$ cat config.mk
export PLATFORM = sky130hd
export DESIGN_NAME = dle_framed_stop_and_wait_receiver
export DESIGN_NICKNAME = d
export VERILOG_FILES = /design/src/dlesw_pkg.sv /design/src/dlesw_ctrl.sv /design/src/dlesw_dp.sv /design/src/dle_framed_stop_and_wait_receiver.sv
export SDC_FILE = /design/constraint.sdc
export NUM_CORES = 1
export LEC_CHECK = 0
export ABC_AREA = 1
export BUFFER_PORTS_ARGS = -buffer_cell sky130_fd_sc_hd__buf_2
export CAP_MARGIN = 20
export CORE_UTILIZATION = 63
export CTS_CLUSTER_SIZE = 14
export DETAILED_ROUTE_END_ITERATION = 16
export PLACE_DENSITY = 0.8
export SYNTH_ARGS = -nofsm -noshare
export SYNTH_HDL_FRONTEND = slang
export SYNTH_HIERARCHICAL = 1
export SYNTH_SLANG_ARGS = --single-unit
export TNS_END_PERCENT = 5
$ cat constraint.sdc
create_clock -name clk -period 4.93 [get_ports clk]
set_clock_uncertainty 0.1 [all_clocks]
set_input_delay 0.2465 -clock clk [delete_from_list [all_inputs] [get_ports clk]]
set_output_delay 0.2465 -clock clk [all_outputs]
set_load 0.1 [all_outputs]
$ cat src/dlesw_pkg.sv
// ----------------------------------------------------------------------------
// dlesw_pkg: shared types and constants of the DLE-framed receiver
// Link byte codes, result kinds, frame report codes and the command and
// status bundles that pass between the sequencer and the datapath.
// ----------------------------------------------------------------------------
package dlesw_pkg;

  // Link byte codes
  localparam logic [7:0] BYTE_STX   = 8'h02;
  localparam logic [7:0] BYTE_ETX   = 8'h03;
  localparam logic [7:0] BYTE_ACK   = 8'h06;
  localparam logic [7:0] BYTE_DLE   = 8'h10;
  localparam logic [7:0] BYTE_NAK   = 8'h15;
  localparam logic [7:0] BYTE_ALIVE = 8'h41;

  // Escape letters that follow a DLE inside a stuffed body
  localparam logic [7:0] ESC_DLE   = 8'h61;
  localparam logic [7:0] ESC_ACK   = 8'h62;
  localparam logic [7:0] ESC_NAK   = 8'h63;
  localparam logic [7:0] ESC_ALIVE = 8'h64;

  typedef enum logic {
    OP_BYTE = 1'b0,
    OP_TICK = 1'b1
  } op_t;

  typedef enum logic [1:0] {
    KIND_TX      = 2'd0,
    KIND_PAYLOAD = 2'd1,
    KIND_REPORT  = 2'd2
  } kind_t;

  typedef enum logic [1:0] {
    ST_ACCEPTED  = 2'd0,
    ST_DUPLICATE = 2'd1,
    ST_CSUM_ERR  = 2'd2,
    ST_TOO_LONG  = 2'd3
  } frame_st_t;

  typedef enum logic [1:0] {
    SRC_PAYLOAD = 2'd0,
    SRC_ACK     = 2'd1,
    SRC_ALIVE   = 2'd2,
    SRC_REPORT  = 2'd3
  } out_src_t;

  typedef struct packed {
    logic     take;
    logic     tick;
    logic     scan_init;
    logic     seq_cap;
    logic     scan_step;
    logic     decide;
    logic     pay_init;
    logic     pay_adv;
    logic     frame_done;
    logic     out_load;
    out_src_t out_src;
    logic     out_last;
  } dp_cmd_t;

  typedef struct packed {
    logic out_free;
    logic tick_fire;
    logic frame_end;
    logic scan_last;
    logic dec_accept;
    logic dec_ack;
    logic has_payload;
    logic pay_last;
  } dp_sts_t;

endpackage

$ cat src/dlesw_ctrl.sv
// ----------------------------------------------------------------------------
// dlesw_ctrl: frame sequencer
// Accepts transactions while idle and walks the end-of-frame pass: sequence
// capture, body scan, verdict, payload, ACK, keepalive and report.
// ----------------------------------------------------------------------------
module dlesw_ctrl (
  input  logic               clk,
  input  logic               rst,
  input  logic               in_valid,
  input  logic               op,
  output logic               in_stall,
  input  dlesw_pkg::dp_sts_t sts,
  output dlesw_pkg::dp_cmd_t cmd
);
  import dlesw_pkg::*;

  typedef enum logic [10:0] {
    S_IDLE     = 11'b000_0000_0001,
    S_SEQ      = 11'b000_0000_0010,
    S_SEQ_CAP  = 11'b000_0000_0100,
    S_SCAN_RD  = 11'b000_0000_1000,
    S_SCAN_USE = 11'b000_0001_0000,
    S_DECIDE   = 11'b000_0010_0000,
    S_PAY_RD   = 11'b000_0100_0000,
    S_PAY_OUT  = 11'b000_1000_0000,
    S_ACK      = 11'b001_0000_0000,
    S_ALIVE    = 11'b010_0000_0000,
    S_REPORT   = 11'b100_0000_0000
  } state_t;

  state_t state;
  state_t state_next;

  always_ff @(posedge clk) begin
    if (rst) begin
      state <= S_IDLE;
    end else begin
      state <= state_next;
    end
  end

  always_comb begin
    state_next = state;
    cmd        = '0;
    in_stall   = 1'b1;
    case (state)
      S_IDLE: begin
        in_stall = !sts.out_free;
        if (in_valid && sts.out_free) begin
          if (op == OP_TICK) begin
            cmd.tick = 1'b1;
            if (sts.tick_fire) begin
              cmd.out_load = 1'b1;
              cmd.out_src  = SRC_ALIVE;
              cmd.out_last = 1'b1;
            end
          end else begin
            cmd.take = 1'b1;
            if (sts.frame_end) begin
              cmd.scan_init = 1'b1;
              state_next    = S_SEQ;
            end
          end
        end
      end
      S_SEQ: begin
        state_next = S_SEQ_CAP;
      end
      S_SEQ_CAP: begin
        cmd.seq_cap = 1'b1;
        state_next  = sts.scan_last ? S_DECIDE : S_SCAN_RD;
      end
      S_SCAN_RD: begin
        state_next = S_SCAN_USE;
      end
      S_SCAN_USE: begin
        cmd.scan_step = 1'b1;
        state_next    = sts.scan_last ? S_DECIDE : S_SCAN_RD;
      end
      S_DECIDE: begin
        cmd.decide = 1'b1;
        if (sts.dec_accept && sts.has_payload) begin
          cmd.pay_init = 1'b1;
          state_next   = S_PAY_RD;
        end else if (sts.dec_ack) begin
          state_next = S_ACK;
        end else begin
          state_next = S_ALIVE;
        end
      end
      S_PAY_RD: begin
        state_next = S_PAY_OUT;
      end
      S_PAY_OUT: begin
        if (sts.out_free) begin
          cmd.out_load = 1'b1;
          cmd.out_src  = SRC_PAYLOAD;
          cmd.pay_adv  = 1'b1;
          state_next   = sts.pay_last ? S_ACK : S_PAY_RD;
        end
      end
      S_ACK: begin
        if (sts.out_free) begin
          cmd.out_load = 1'b1;
          cmd.out_src  = SRC_ACK;
          state_next   = S_ALIVE;
        end
      end
      S_ALIVE: begin
        if (sts.out_free) begin
          cmd.out_load = 1'b1;
          cmd.out_src  = SRC_ALIVE;
          state_next   = S_REPORT;
        end
      end
      S_REPORT: begin
        if (sts.out_free) begin
          cmd.out_load   = 1'b1;
          cmd.out_src    = SRC_REPORT;
          cmd.out_last   = 1'b1;
          cmd.frame_done = 1'b1;
          state_next     = S_IDLE;
        end
      end
      default: begin
        state_next = S_IDLE;
      end
    endcase
  end

endmodule

$ cat src/dlesw_dp.sv
// ----------------------------------------------------------------------------
// dlesw_dp: receiver datapath
// Framer, raw frame store, unstuffing scan with checksum, body buffer,
// sequence state, keepalive timer and the registered result stage.
// ----------------------------------------------------------------------------
module dlesw_dp #(
  parameter int MAX_PAYLOAD = 16,
  parameter int MAX_FRAME   = 39
) (
  input  logic               clk,
  input  logic               rst,
  input  logic               cfg_we,
  input  logic [15:0]        cfg_wdata,
  input  logic [7:0]         rx_byte,
  input  dlesw_pkg::dp_cmd_t cmd,
  output dlesw_pkg::dp_sts_t sts,
  input  logic               out_stall,
  output logic               out_valid,
  output dlesw_pkg::kind_t   out_kind,
  output logic [7:0]         out_value,
  output dlesw_pkg::frame_st_t out_status,
  output logic               out_last
);
  import dlesw_pkg::*;

  localparam int FS_AW   = $clog2(MAX_FRAME);
  localparam int RAW_W   = $clog2(MAX_FRAME + 1);
  localparam int BODY_N  = MAX_PAYLOAD + 1;
  localparam int BODY_AW = $clog2(BODY_N);
  localparam int LEN_W   = $clog2(BODY_N + 1);
  localparam logic [RAW_W-1:0] RAW_MAX  = RAW_W'(MAX_FRAME);
  localparam logic [LEN_W-1:0] LEN_FULL = LEN_W'(BODY_N);

  typedef enum logic [3:0] {
    PH_HUNT     = 4'b0001,
    PH_GOT_DLE  = 4'b0010,
    PH_BODY     = 4'b0100,
    PH_BODY_DLE = 4'b1000
  } rx_phase_t;

  function automatic logic [7:0] ones8(input logic [7:0] v);
    logic [7:0] c;
    c = '0;
    for (int k = 0; k < 8; k++) begin
      c = c + {7'd0, v[k]};
    end
    return c;
  endfunction

  // Framer and frame store
  rx_phase_t        rx_phase;
  rx_phase_t        rx_phase_next;
  rx_phase_t        phase_eff;
  logic [RAW_W-1:0] raw_length;
  logic [RAW_W-1:0] raw_length_next;
  logic [RAW_W-1:0] len_eff;
  logic             bound_hit;
  logic             ignore;
  logic             fs_we;
  logic             frame_end;
  logic [7:0]       fs_mem [MAX_FRAME];
  logic [7:0]       fs_rdata;

  // Scan
  logic [RAW_W-1:0] scan_idx;
  logic             pend;
  logic             pend_next;
  logic             emit;
  logic [7:0]       emit_val;
  logic             is_esc;
  logic [7:0]       esc_val;
  logic [LEN_W-1:0] body_len;
  logic             too_long;
  logic [7:0]       cs;
  logic [7:0]       body0;
  logic [7:0]       seq;
  logic             body_we;
  logic [7:0]       body_mem [BODY_N];
  logic [7:0]       body_rdata;
  logic [LEN_W-1:0] pay_idx;

  // Sequence and verdict
  logic [7:0]       expected_seq;
  logic             seq_fresh;
  logic             nonempty;
  logic             dup;
  logic             cs_ok;
  logic [7:0]       base_seq;
  frame_st_t        dec_st;
  frame_st_t        frame_st;

  // Keepalive
  logic [15:0]      keepalive_period;
  logic [15:0]      tick_count;
  logic [16:0]      tick_sum;
  logic             tick_fire;

  logic             out_free;

  // --------------------------------------------------------------------------
  // Framer
  // --------------------------------------------------------------------------
  always_comb begin
    ignore          = (rx_byte == BYTE_ALIVE);
    bound_hit       = (raw_length >= RAW_MAX);
    len_eff         = bound_hit ? '0 : raw_length;
    phase_eff       = bound_hit ? PH_HUNT : rx_phase;
    fs_we           = 1'b0;
    frame_end       = 1'b0;
    raw_length_next = len_eff;
    rx_phase_next   = phase_eff;
    case (phase_eff)
      PH_HUNT: begin
        if (rx_byte == BYTE_DLE) begin
          fs_we           = 1'b1;
          raw_length_next = len_eff + RAW_W'(1);
          rx_phase_next   = PH_GOT_DLE;
        end
      end
      PH_GOT_DLE: begin
        if (rx_byte == BYTE_STX) begin
          fs_we           = 1'b1;
          raw_length_next = len_eff + RAW_W'(1);
          rx_phase_next   = PH_BODY;
        end else if (rx_byte != BYTE_DLE) begin
          raw_length_next = '0;
          rx_phase_next   = PH_HUNT;
        end
      end
      PH_BODY: begin
        fs_we           = 1'b1;
        raw_length_next = len_eff + RAW_W'(1);
        if (rx_byte == BYTE_DLE) begin
          rx_phase_next = PH_BODY_DLE;
        end
      end
      PH_BODY_DLE: begin
        if (rx_byte == BYTE_ETX) begin
          fs_we           = 1'b1;
          frame_end       = 1'b1;
          raw_length_next = len_eff + RAW_W'(1);
          rx_phase_next   = PH_HUNT;
        end else if (rx_byte == BYTE_STX) begin
          raw_length_next = RAW_W'(2);
          rx_phase_next   = PH_BODY;
        end else begin
          fs_we           = 1'b1;
          raw_length_next = len_eff + RAW_W'(1);
          rx_phase_next   = PH_BODY;
        end
      end
      default: begin
        raw_length_next = '0;
        rx_phase_next   = PH_HUNT;
      end
    endcase
  end

  always_ff @(posedge clk) begin
    if (rst) begin
      rx_phase   <= PH_HUNT;
      raw_length <= '0;
    end else if (cmd.take && !ignore) begin
      rx_phase   <= rx_phase_next;
      raw_length <= raw_length_next;
    end else if (cmd.frame_done) begin
      raw_length <= '0;
    end
  end

  always_ff @(posedge clk) begin
    if (cmd.take && fs_we && !ignore) begin
      fs_mem[len_eff[FS_AW-1:0]] <= rx_byte;
    end
    fs_rdata <= fs_mem[scan_idx[FS_AW-1:0]];
  end

  // --------------------------------------------------------------------------
  // Unstuffing scan
  // --------------------------------------------------------------------------
  always_comb begin
    is_esc  = 1'b1;
    esc_val = BYTE_DLE;
    case (fs_rdata)
      ESC_DLE:   esc_val = BYTE_DLE;
      ESC_ACK:   esc_val = BYTE_ACK;
      ESC_NAK:   esc_val = BYTE_NAK;
      ESC_ALIVE: esc_val = BYTE_ALIVE;
      default:   is_esc  = 1'b0;
    endcase
    pend_next = 1'b0;
    emit      = 1'b0;
    emit_val  = fs_rdata;
    if (pend && is_esc) begin
      emit     = 1'b1;
      emit_val = esc_val;
    end else if (fs_rdata == BYTE_DLE) begin
      pend_next = 1'b1;
    end else begin
      emit = 1'b1;
    end
    body_we = cmd.scan_step && emit && (body_len != LEN_FULL);
  end

  always_ff @(posedge clk) begin
    if (rst) begin
      scan_idx <= '0;
      pend     <= 1'b0;
      body_len <= '0;
      too_long <= 1'b0;
      pay_idx  <= '0;
    end else begin
      if (cmd.scan_init) begin
        scan_idx <= RAW_W'(2);
        pend     <= 1'b0;
        body_len <= '0;
        too_long <= 1'b0;
      end else if (cmd.seq_cap) begin
        scan_idx <= scan_idx + RAW_W'(1);
      end else if (cmd.scan_step) begin
        scan_idx <= scan_idx + RAW_W'(1);
        pend     <= pend_next;
        if (emit) begin
          if (body_len != LEN_FULL) begin
            body_len <= body_len + LEN_W'(1);
          end else begin
            too_long <= 1'b1;
          end
        end
      end
      if (cmd.pay_init) begin
        pay_idx <= LEN_W'(1);
      end else if (cmd.pay_adv) begin
        pay_idx <= pay_idx + LEN_W'(1);
      end
    end
  end

  always_ff @(posedge clk) begin
    if (cmd.scan_init) begin
      cs <= '0;
    end else if (body_we && (body_len != '0)) begin
      cs <= cs + ones8(emit_val);
    end
    if (body_we && (body_len == '0)) begin
      body0 <= emit_val;
    end
    if (cmd.seq_cap) begin
      seq <= fs_rdata;
    end
  end

  always_ff @(posedge clk) begin
    if (body_we) begin
      body_mem[body_len[BODY_AW-1:0]] <= emit_val;
    end
    body_rdata <= body_mem[pay_idx[BODY_AW-1:0]];
  end

  // --------------------------------------------------------------------------
  // Verdict and alternating-bit state
  // --------------------------------------------------------------------------
  always_comb begin
    nonempty = (body_len != '0);
    dup      = !seq_fresh && (seq != expected_seq);
    cs_ok    = (cs == body0);
    base_seq = seq_fresh ? seq : expected_seq;
    if (too_long) begin
      dec_st = ST_TOO_LONG;
    end else if (!nonempty) begin
      dec_st = ST_CSUM_ERR;
    end else if (dup) begin
      dec_st = ST_DUPLICATE;
    end else if (!cs_ok) begin
      dec_st = ST_CSUM_ERR;
    end else begin
      dec_st = ST_ACCEPTED;
    end
  end

  always_ff @(posedge clk) begin
    if (rst) begin
      expected_seq <= '0;
      seq_fresh    <= 1'b1;
    end else if (cmd.decide && !too_long && nonempty) begin
      seq_fresh <= 1'b0;
      if (dec_st == ST_ACCEPTED) begin
        expected_seq <= (base_seq == '0) ? 8'd1 : 8'd0;
      end else if (seq_fresh) begin
        expected_seq <= seq;
      end
    end
  end

  always_ff @(posedge clk) begin
    if (cmd.decide) begin
      frame_st <= dec_st;
    end
  end

  // --------------------------------------------------------------------------
  // Keepalive timer and period register
  // --------------------------------------------------------------------------
  assign tick_sum  = {1'b0, tick_count} + 17'd1;
  assign tick_fire = (tick_sum > {1'b0, keepalive_period});

  always_ff @(posedge clk) begin
    if (rst) begin
      keepalive_period <= 16'd3;
      tick_count       <= '0;
    end else begin
      if (cfg_we) begin
        keepalive_period <= cfg_wdata;
      end
      if (cmd.scan_init) begin
        tick_count <= '0;
      end else if (cmd.tick) begin
        tick_count <= tick_fire ? 16'd0 : tick_sum[15:0];
      end
    end
  end

  // --------------------------------------------------------------------------
  // Result register
  // --------------------------------------------------------------------------
  assign out_free = !out_valid || !out_stall;

  always_ff @(posedge clk) begin
    if (rst) begin
      out_valid <= 1'b0;
    end else if (cmd.out_load) begin
      out_valid <= 1'b1;
    end else if (!out_stall) begin
      out_valid <= 1'b0;
    end
  end

  always_ff @(posedge clk) begin
    if (cmd.out_load) begin
      out_last <= cmd.out_last;
      case (cmd.out_src)
        SRC_PAYLOAD: begin
          out_kind   <= KIND_PAYLOAD;
          out_value  <= body_rdata;
          out_status <= ST_ACCEPTED;
        end
        SRC_ACK: begin
          out_kind   <= KIND_TX;
          out_value  <= BYTE_ACK;
          out_status <= ST_ACCEPTED;
        end
        SRC_REPORT: begin
          out_kind   <= KIND_REPORT;
          out_value  <= '0;
          out_status <= frame_st;
        end
        default: begin
          out_kind   <= KIND_TX;
          out_value  <= BYTE_ALIVE;
          out_status <= ST_ACCEPTED;
        end
      endcase
    end
  end

  // --------------------------------------------------------------------------
  // Status
  // --------------------------------------------------------------------------
  always_comb begin
    sts             = '0;
    sts.out_free    = out_free;
    sts.tick_fire   = tick_fire;
    sts.frame_end   = frame_end && !ignore;
    sts.scan_last   = ({1'b0, scan_idx} + (RAW_W+1)'(3)) >= {1'b0, raw_length};
    sts.dec_accept  = (dec_st == ST_ACCEPTED);
    sts.dec_ack     = (dec_st == ST_ACCEPTED) || (dec_st == ST_DUPLICATE);
    sts.has_payload = (body_len > LEN_W'(1));
    sts.pay_last    = ((pay_idx + LEN_W'(1)) == body_len);
  end

`ifndef ASSERT_OFF
  a_no_overwrite: assert property (@(posedge clk) disable iff (rst)
    (out_valid && out_stall) |-> !cmd.out_load)
    else $error("result register loaded while its transaction is stalled");

  a_scan_in_frame: assert property (@(posedge clk) disable iff (rst)
    cmd.scan_step |-> (({1'b0, scan_idx} + (RAW_W+1)'(3)) <= {1'b0, raw_length}))
    else $error("body scan ran past the closing DLE");

  a_too_long_full: assert property (@(posedge clk) disable iff (rst)
    too_long |-> (body_len == LEN_FULL))
    else $error("overlong body flagged before the buffer filled");

  a_pay_in_body: assert property (@(posedge clk) disable iff (rst)
    cmd.pay_adv |-> ((pay_idx != '0) && (pay_idx < body_len)))
    else $error("payload read outside the unstuffed body");
`endif

endmodule

$ cat src/dle_framed_stop_and_wait_receiver.sv
// ----------------------------------------------------------------------------
// dle_framed_stop_and_wait_receiver: DLE STX/ETX framed receiver
// Hunts for DLE STX, stores the raw frame up to DLE ETX, then unstuffs the
// body, checks the popcount checksum and the alternating sequence bit and
// answers with payload, ACK, keepalive and a frame report. Idle ticks send
// a keepalive byte once the programmed period has passed.
//
//   channel  | handshake           | fields
//   ---------+---------------------+--------------------------------------
//   config   | cfg_we              | cfg_wdata (keepalive_period)
//   input    | in_valid / in_stall | op, rx_byte
//   output   | out_valid/out_stall | kind, value, frame_status, last
//
// Ticks and bytes that do not close a frame are taken back to back while the
// result register is free.
// A closing ETX starts the end-of-frame pass: the sequence byte, each stored
// body byte (single read port on the frame store), the verdict, each payload
// byte of an accepted frame (body buffer read), an ACK for an accepted or
// duplicate frame, keepalive and report, with waits while the output stalls.
// Reset is synchronous; nothing is sent out of reset and the period is 3.
// The input stalls throughout the end-of-frame pass and whenever the result
// register holds a stalled transaction.
// ----------------------------------------------------------------------------
module dle_framed_stop_and_wait_receiver #(
  parameter int MAX_PAYLOAD = 16,
  parameter int MAX_FRAME   = 39
) (
  input  logic        clk,
  input  logic        rst,
  input  logic        cfg_we,
  input  logic [15:0] cfg_wdata,
  input  logic        in_valid,
  output logic        in_stall,
  input  logic        op,
  input  logic [7:0]  rx_byte,
  output logic        out_valid,
  input  logic        out_stall,
  output logic [1:0]  kind,
  output logic [7:0]  value,
  output logic [1:0]  frame_status,
  output logic        last
);
  import dlesw_pkg::*;

  dp_cmd_t   cmd;
  dp_sts_t   sts;
  kind_t     out_kind;
  frame_st_t out_status;

  // Sequencer: owns the handshake on the input side and steps the
  // end-of-frame pass one command at a time.
  dlesw_ctrl u_ctrl (
    .clk      (clk),
    .rst      (rst),
    .in_valid (in_valid),
    .op       (op),
    .in_stall (in_stall),
    .sts      (sts),
    .cmd      (cmd)
  );

  // Datapath: framer, frame store, scan, body buffer, sequence state,
  // keepalive timer and the result register that drives the output side.
  dlesw_dp #(
    .MAX_PAYLOAD (MAX_PAYLOAD),
    .MAX_FRAME   (MAX_FRAME)
  ) u_dp (
    .clk        (clk),
    .rst        (rst),
    .cfg_we     (cfg_we),
    .cfg_wdata  (cfg_wdata),
    .rx_byte    (rx_byte),
    .cmd        (cmd),
    .sts        (sts),
    .out_stall  (out_stall),
    .out_valid  (out_valid),
    .out_kind   (out_kind),
    .out_value  (value),
    .out_status (out_status),
    .out_last   (last)
  );

  // Drive the plain output ports from the typed result fields.
  assign kind         = out_kind;
  assign frame_status = out_status;

endmodule
==> results.ini <==
[timing]
rsz_0062_raised_after_global_routing = no
setup_slack_ns = 0.435
finalSetupViolations = 0
worst_pin_slew_ns = 1.02
report.final.slew_viol_count = 0
final_hold_viol_count = 0
totalNegativeSetupSlack_ns = 0
fin_crit_sh_pct = 91.2
timing.slew.headroom_pct = 32.0
fmax_ghz = 0.222
post-route-min-period_ns = 4.49
holdWs_ns = 0.0455

[status]
outcome = finished, final reports clean

[power]
clock_power_share_pct = 40.7
vdd_drop_max_v = 0.000360
leakage_nw = 10.4
p_total_mw = 10.7
powerDensity_mw_per_mm2 = 374
switching_share_pct = 23.8
power.sequential.fraction_pct = 51.0
power_switching_mw = 2.54
p_int_mw = 8.11
p_comb_share_pct = 8.3

[die]
floorplan.core_area_sq_mm = 0.0400
ios = 45
effective_utilization_at_floorplan_pct = 64.2
rows = 73
dieHeight_microns = 204
area_of_the_die_sq_mm = 0.0416
die_x_microns = 204

[cells_and_area]
final_cell_count_no_fill = 3057
drive_above_1_share_pct = 8.97
layout.nets = 2561
area_delta_synth_final_pct = 10.8
finalInstanceArea_sq_mm = 0.0285
insertedDiodeCount = 0
finalCoreUtilization_pct = 71.2

[yosys]
yosys.cell_count.top_type = sky130_fd_sc_hd__edfxtp_1
synthesis.yosys.warnings = 6
post_synth_xor_area_fraction_pct = 1.26
syn-instance-count = 2443
postSynthRegisterBits = 584
syn-cell-area_sq_mm = 0.0257
syn-num-nets = 2516
muxShareOfSynthArea_pct = 0
synth_top_family_by_area = simple AND/OR/NAND/NOR gates
ys_top_cells_by_count = sky130_fd_sc_hd__edfxtp_1 (479), sky130_fd_sc_hd__nor2_1 (394), sky130_fd_sc_hd__nand2_1 (315)
async_flop_share_pct = 0
synth-compound-area-share_pct = 11.7
commonest_register_cell_after_synthesis = sky130_fd_sc_hd__edfxtp_1
synth-edff-count = 479
synth_top_area_cell = sky130_fd_sc_hd__edfxtp_1
synth.area.top_cells = sky130_fd_sc_hd__edfxtp_1 (56%), sky130_fd_sc_hd__dfxtp_1 (8.2%), sky130_fd_sc_hd__nor2_1 (5.8%), sky130_fd_sc_hd__o21ai_0 (5.3%), sky130_fd_sc_hd__nand2_1 (4.6%)
post_synth_and_or_nand_nor_area_fraction_pct = 15.9
synth_seq_area_share_pct = 64.2
yosys.area.top_type_share_pct = 56.0
ys_types = 49
synth_area_per_cell_sq_um = 10.5
post_synth_fa_ha_maj_area_fraction_pct = 2.24

[detailed_routing]
drt_first_pass_iters = 5
routed-wl-met2_mm = 29.8
starting_drt_drc_count = 2570
via_per_inst = 6.14
detail_route.wirelength_mm = 61.4
drt.antenna.violating_nets = 0
drc = 0
wl_per_cell_microns = 20.1
top_layer = met4
met3_wl_mm = 5.68
route.vias.total = 18800
detailed_route_wire_length_on_metal_1_mm = 23.8

[place]
placed_cells = 2931
place_congestion = 0.920
place.port_buffers = 44
preCtsSetupSlack_ns = 0.286
placedInstanceArea_sq_mm = 0.0264
dpl.hpwl_mm = 37.5

[cts]
tritoncts = done
clkLatencyLatePin_ns = 0.64
cts_max_level = 2
cts_num_sinks = 584
cts-root-to-sink-buffers = 3
cts.clk_slew.worst_paths_ns = 0.06
cts-root-buf = sky130_fd_sc_hd__clkbuf_16
postCtsSetupBuffers = 0
numCtsBuffers = 57

[critical_path]
cp_data_required_time_ns = 5.35
critical_path.max_fanout = 8
start_to_end_type_of_the_worst_setup_path = register to register
r2r_slack_ns = 0.44
cp-start-kind = register
cp-end-kind = register
cp_data_arrival_time_ns = 4.92

[global_routing]
grt.overflow.total = 0
grt_pass1_vias = 17900
global_route_wire_length_before_repair_mm = 96.5
grt_start_max_net_pins = 96
antenna_violations_before_repair = 0
gr-usage-all-layers_pct = 30.0

[min_path]
holdCritPathClass = input pin to register

[run]
cap_violations = 0

flip-flops by register name, indices dropped and copies added (netlist names), 8 cells and up:
signal                 flops
u_dp/expected_seq          8
u_ctrl/state              11
u_dp/cs                    8
u_dp/keepalive_period     16
u_dp/out_value             8
u_dp/fs_rdata              8
u_dp/seq                   8
u_dp/tick_count           16
u_dp/body_mem            136
u_dp/body_rdata            8
u_dp/fs_mem              312
u_dp/body0                 8
critical path: stages, from the launching register on:
cell and delay (ns):
sky130_fd_sc_hd__dfxtp_1 0.39, sky130_fd_sc_hd__nand3_1 0.13, sky130_fd_sc_hd__inv_1 0.09, sky130_fd_sc_hd__nand4_1 0.15
sky130_fd_sc_hd__a21oi_2 0.34, sky130_fd_sc_hd__o22ai_1 0.18, sky130_fd_sc_hd__fa_1 0.55, sky130_fd_sc_hd__inv_1 0.05
sky130_fd_sc_hd__fa_1 0.48, sky130_fd_sc_hd__inv_1 0.05, sky130_fd_sc_hd__fa_1 0.47, sky130_fd_sc_hd__inv_1 0.05
sky130_fd_sc_hd__fa_1 0.38, sky130_fd_sc_hd__inv_1 0.09, sky130_fd_sc_hd__fa_1 0.21, sky130_fd_sc_hd__nor2_1 0.05
sky130_fd_sc_hd__a211oi_1 0.30, sky130_fd_sc_hd__nor2_1 0.11, sky130_fd_sc_hd__o21ai_0 0.16, sky130_fd_sc_hd__a21oi_1 0.06
area by class of cell:
cell class	count	area [sq um]
multi-input combinational	1547	8000
inverter	199	749
clock inverter	26	302
clock buffer	77	1570
tap	525	657
sequential	584	16500
timing repair buffer	99	691
fill	2661	11500
cell usage in the layout (no fill, tap or decap), types with 15 or more instances in the layout:
master                            n
sky130_fd_sc_hd__dfxtp_1        102
sky130_fd_sc_hd__edfxtp_1       479
sky130_fd_sc_hd__nand2_1        315
sky130_fd_sc_hd__nand4_1         15
sky130_fd_sc_hd__clkbuf_16       59
sky130_fd_sc_hd__o22ai_1         55
sky130_fd_sc_hd__buf_4           32
sky130_fd_sc_hd__xor2_1          21
sky130_fd_sc_hd__ha_1            38
sky130_fd_sc_hd__a21oi_1        118
sky130_fd_sc_hd__dlygate4sd3_1   23
sky130_fd_sc_hd__nor3_1          35
sky130_fd_sc_hd__o221ai_1        53
sky130_fd_sc_hd__nand3_1        110
sky130_fd_sc_hd__clkbuf_1        15
sky130_fd_sc_hd__inv_1          185
sky130_fd_sc_hd__o21ai_0        271
sky130_fd_sc_hd__nor2_1         394
sky130_fd_sc_hd__buf_2           44
sky130_fd_sc_hd__xnor2_1         16
final timing paths:
kind,startpoint,end,cells after the start
max,u_dp/fs_rdata[6],u_dp/cs[4],19
min,in_valid,u_dp/tick_count[1],7
max reg2reg,u_dp/fs_rdata[6],u_dp/cs[4],19
min reg2reg,u_dp/fs_rdata[5],u_dp/seq[5],0
repair_timing:
action,in CTS,in global routing
hold endpoints to repair,43,0
hold buffers,23,0
setup endpoints to repair,0,2
gates resized for setup,0,1
power by group through the flow:
stage | logic, mW | clock network [mW] | registers (mW)
floorplan | 0.514 | 0 | 5.65
global placement | 0.830 | 0 | 5.54
detailed placement | 0.850 | 0 | 5.54
CTS | 0.873 | 4.38 | 5.44
global route | 0.960 | 4.57 | 5.44
finish | 0.884 | 4.33 | 5.44
kinds of logic (layout without fill, tap and decap cells):
group,Yosys count,count (layout)
compound gates,531,531
flops,584,584
xor+xnor,37,37
fa+ha+maj,43,43
simple gates,936,936
buf+inv,312,401
routing by layer:
layer | up-vias | GRT usage [%]
met1 | 8914 | 39.9
met2 | 1019 | 49.5
met5 | - | 0
met4 | 0 | 11.3
li1 | 8663 | -
met3 | 160 | 5.02
Power figures use the tool's default switching activity.
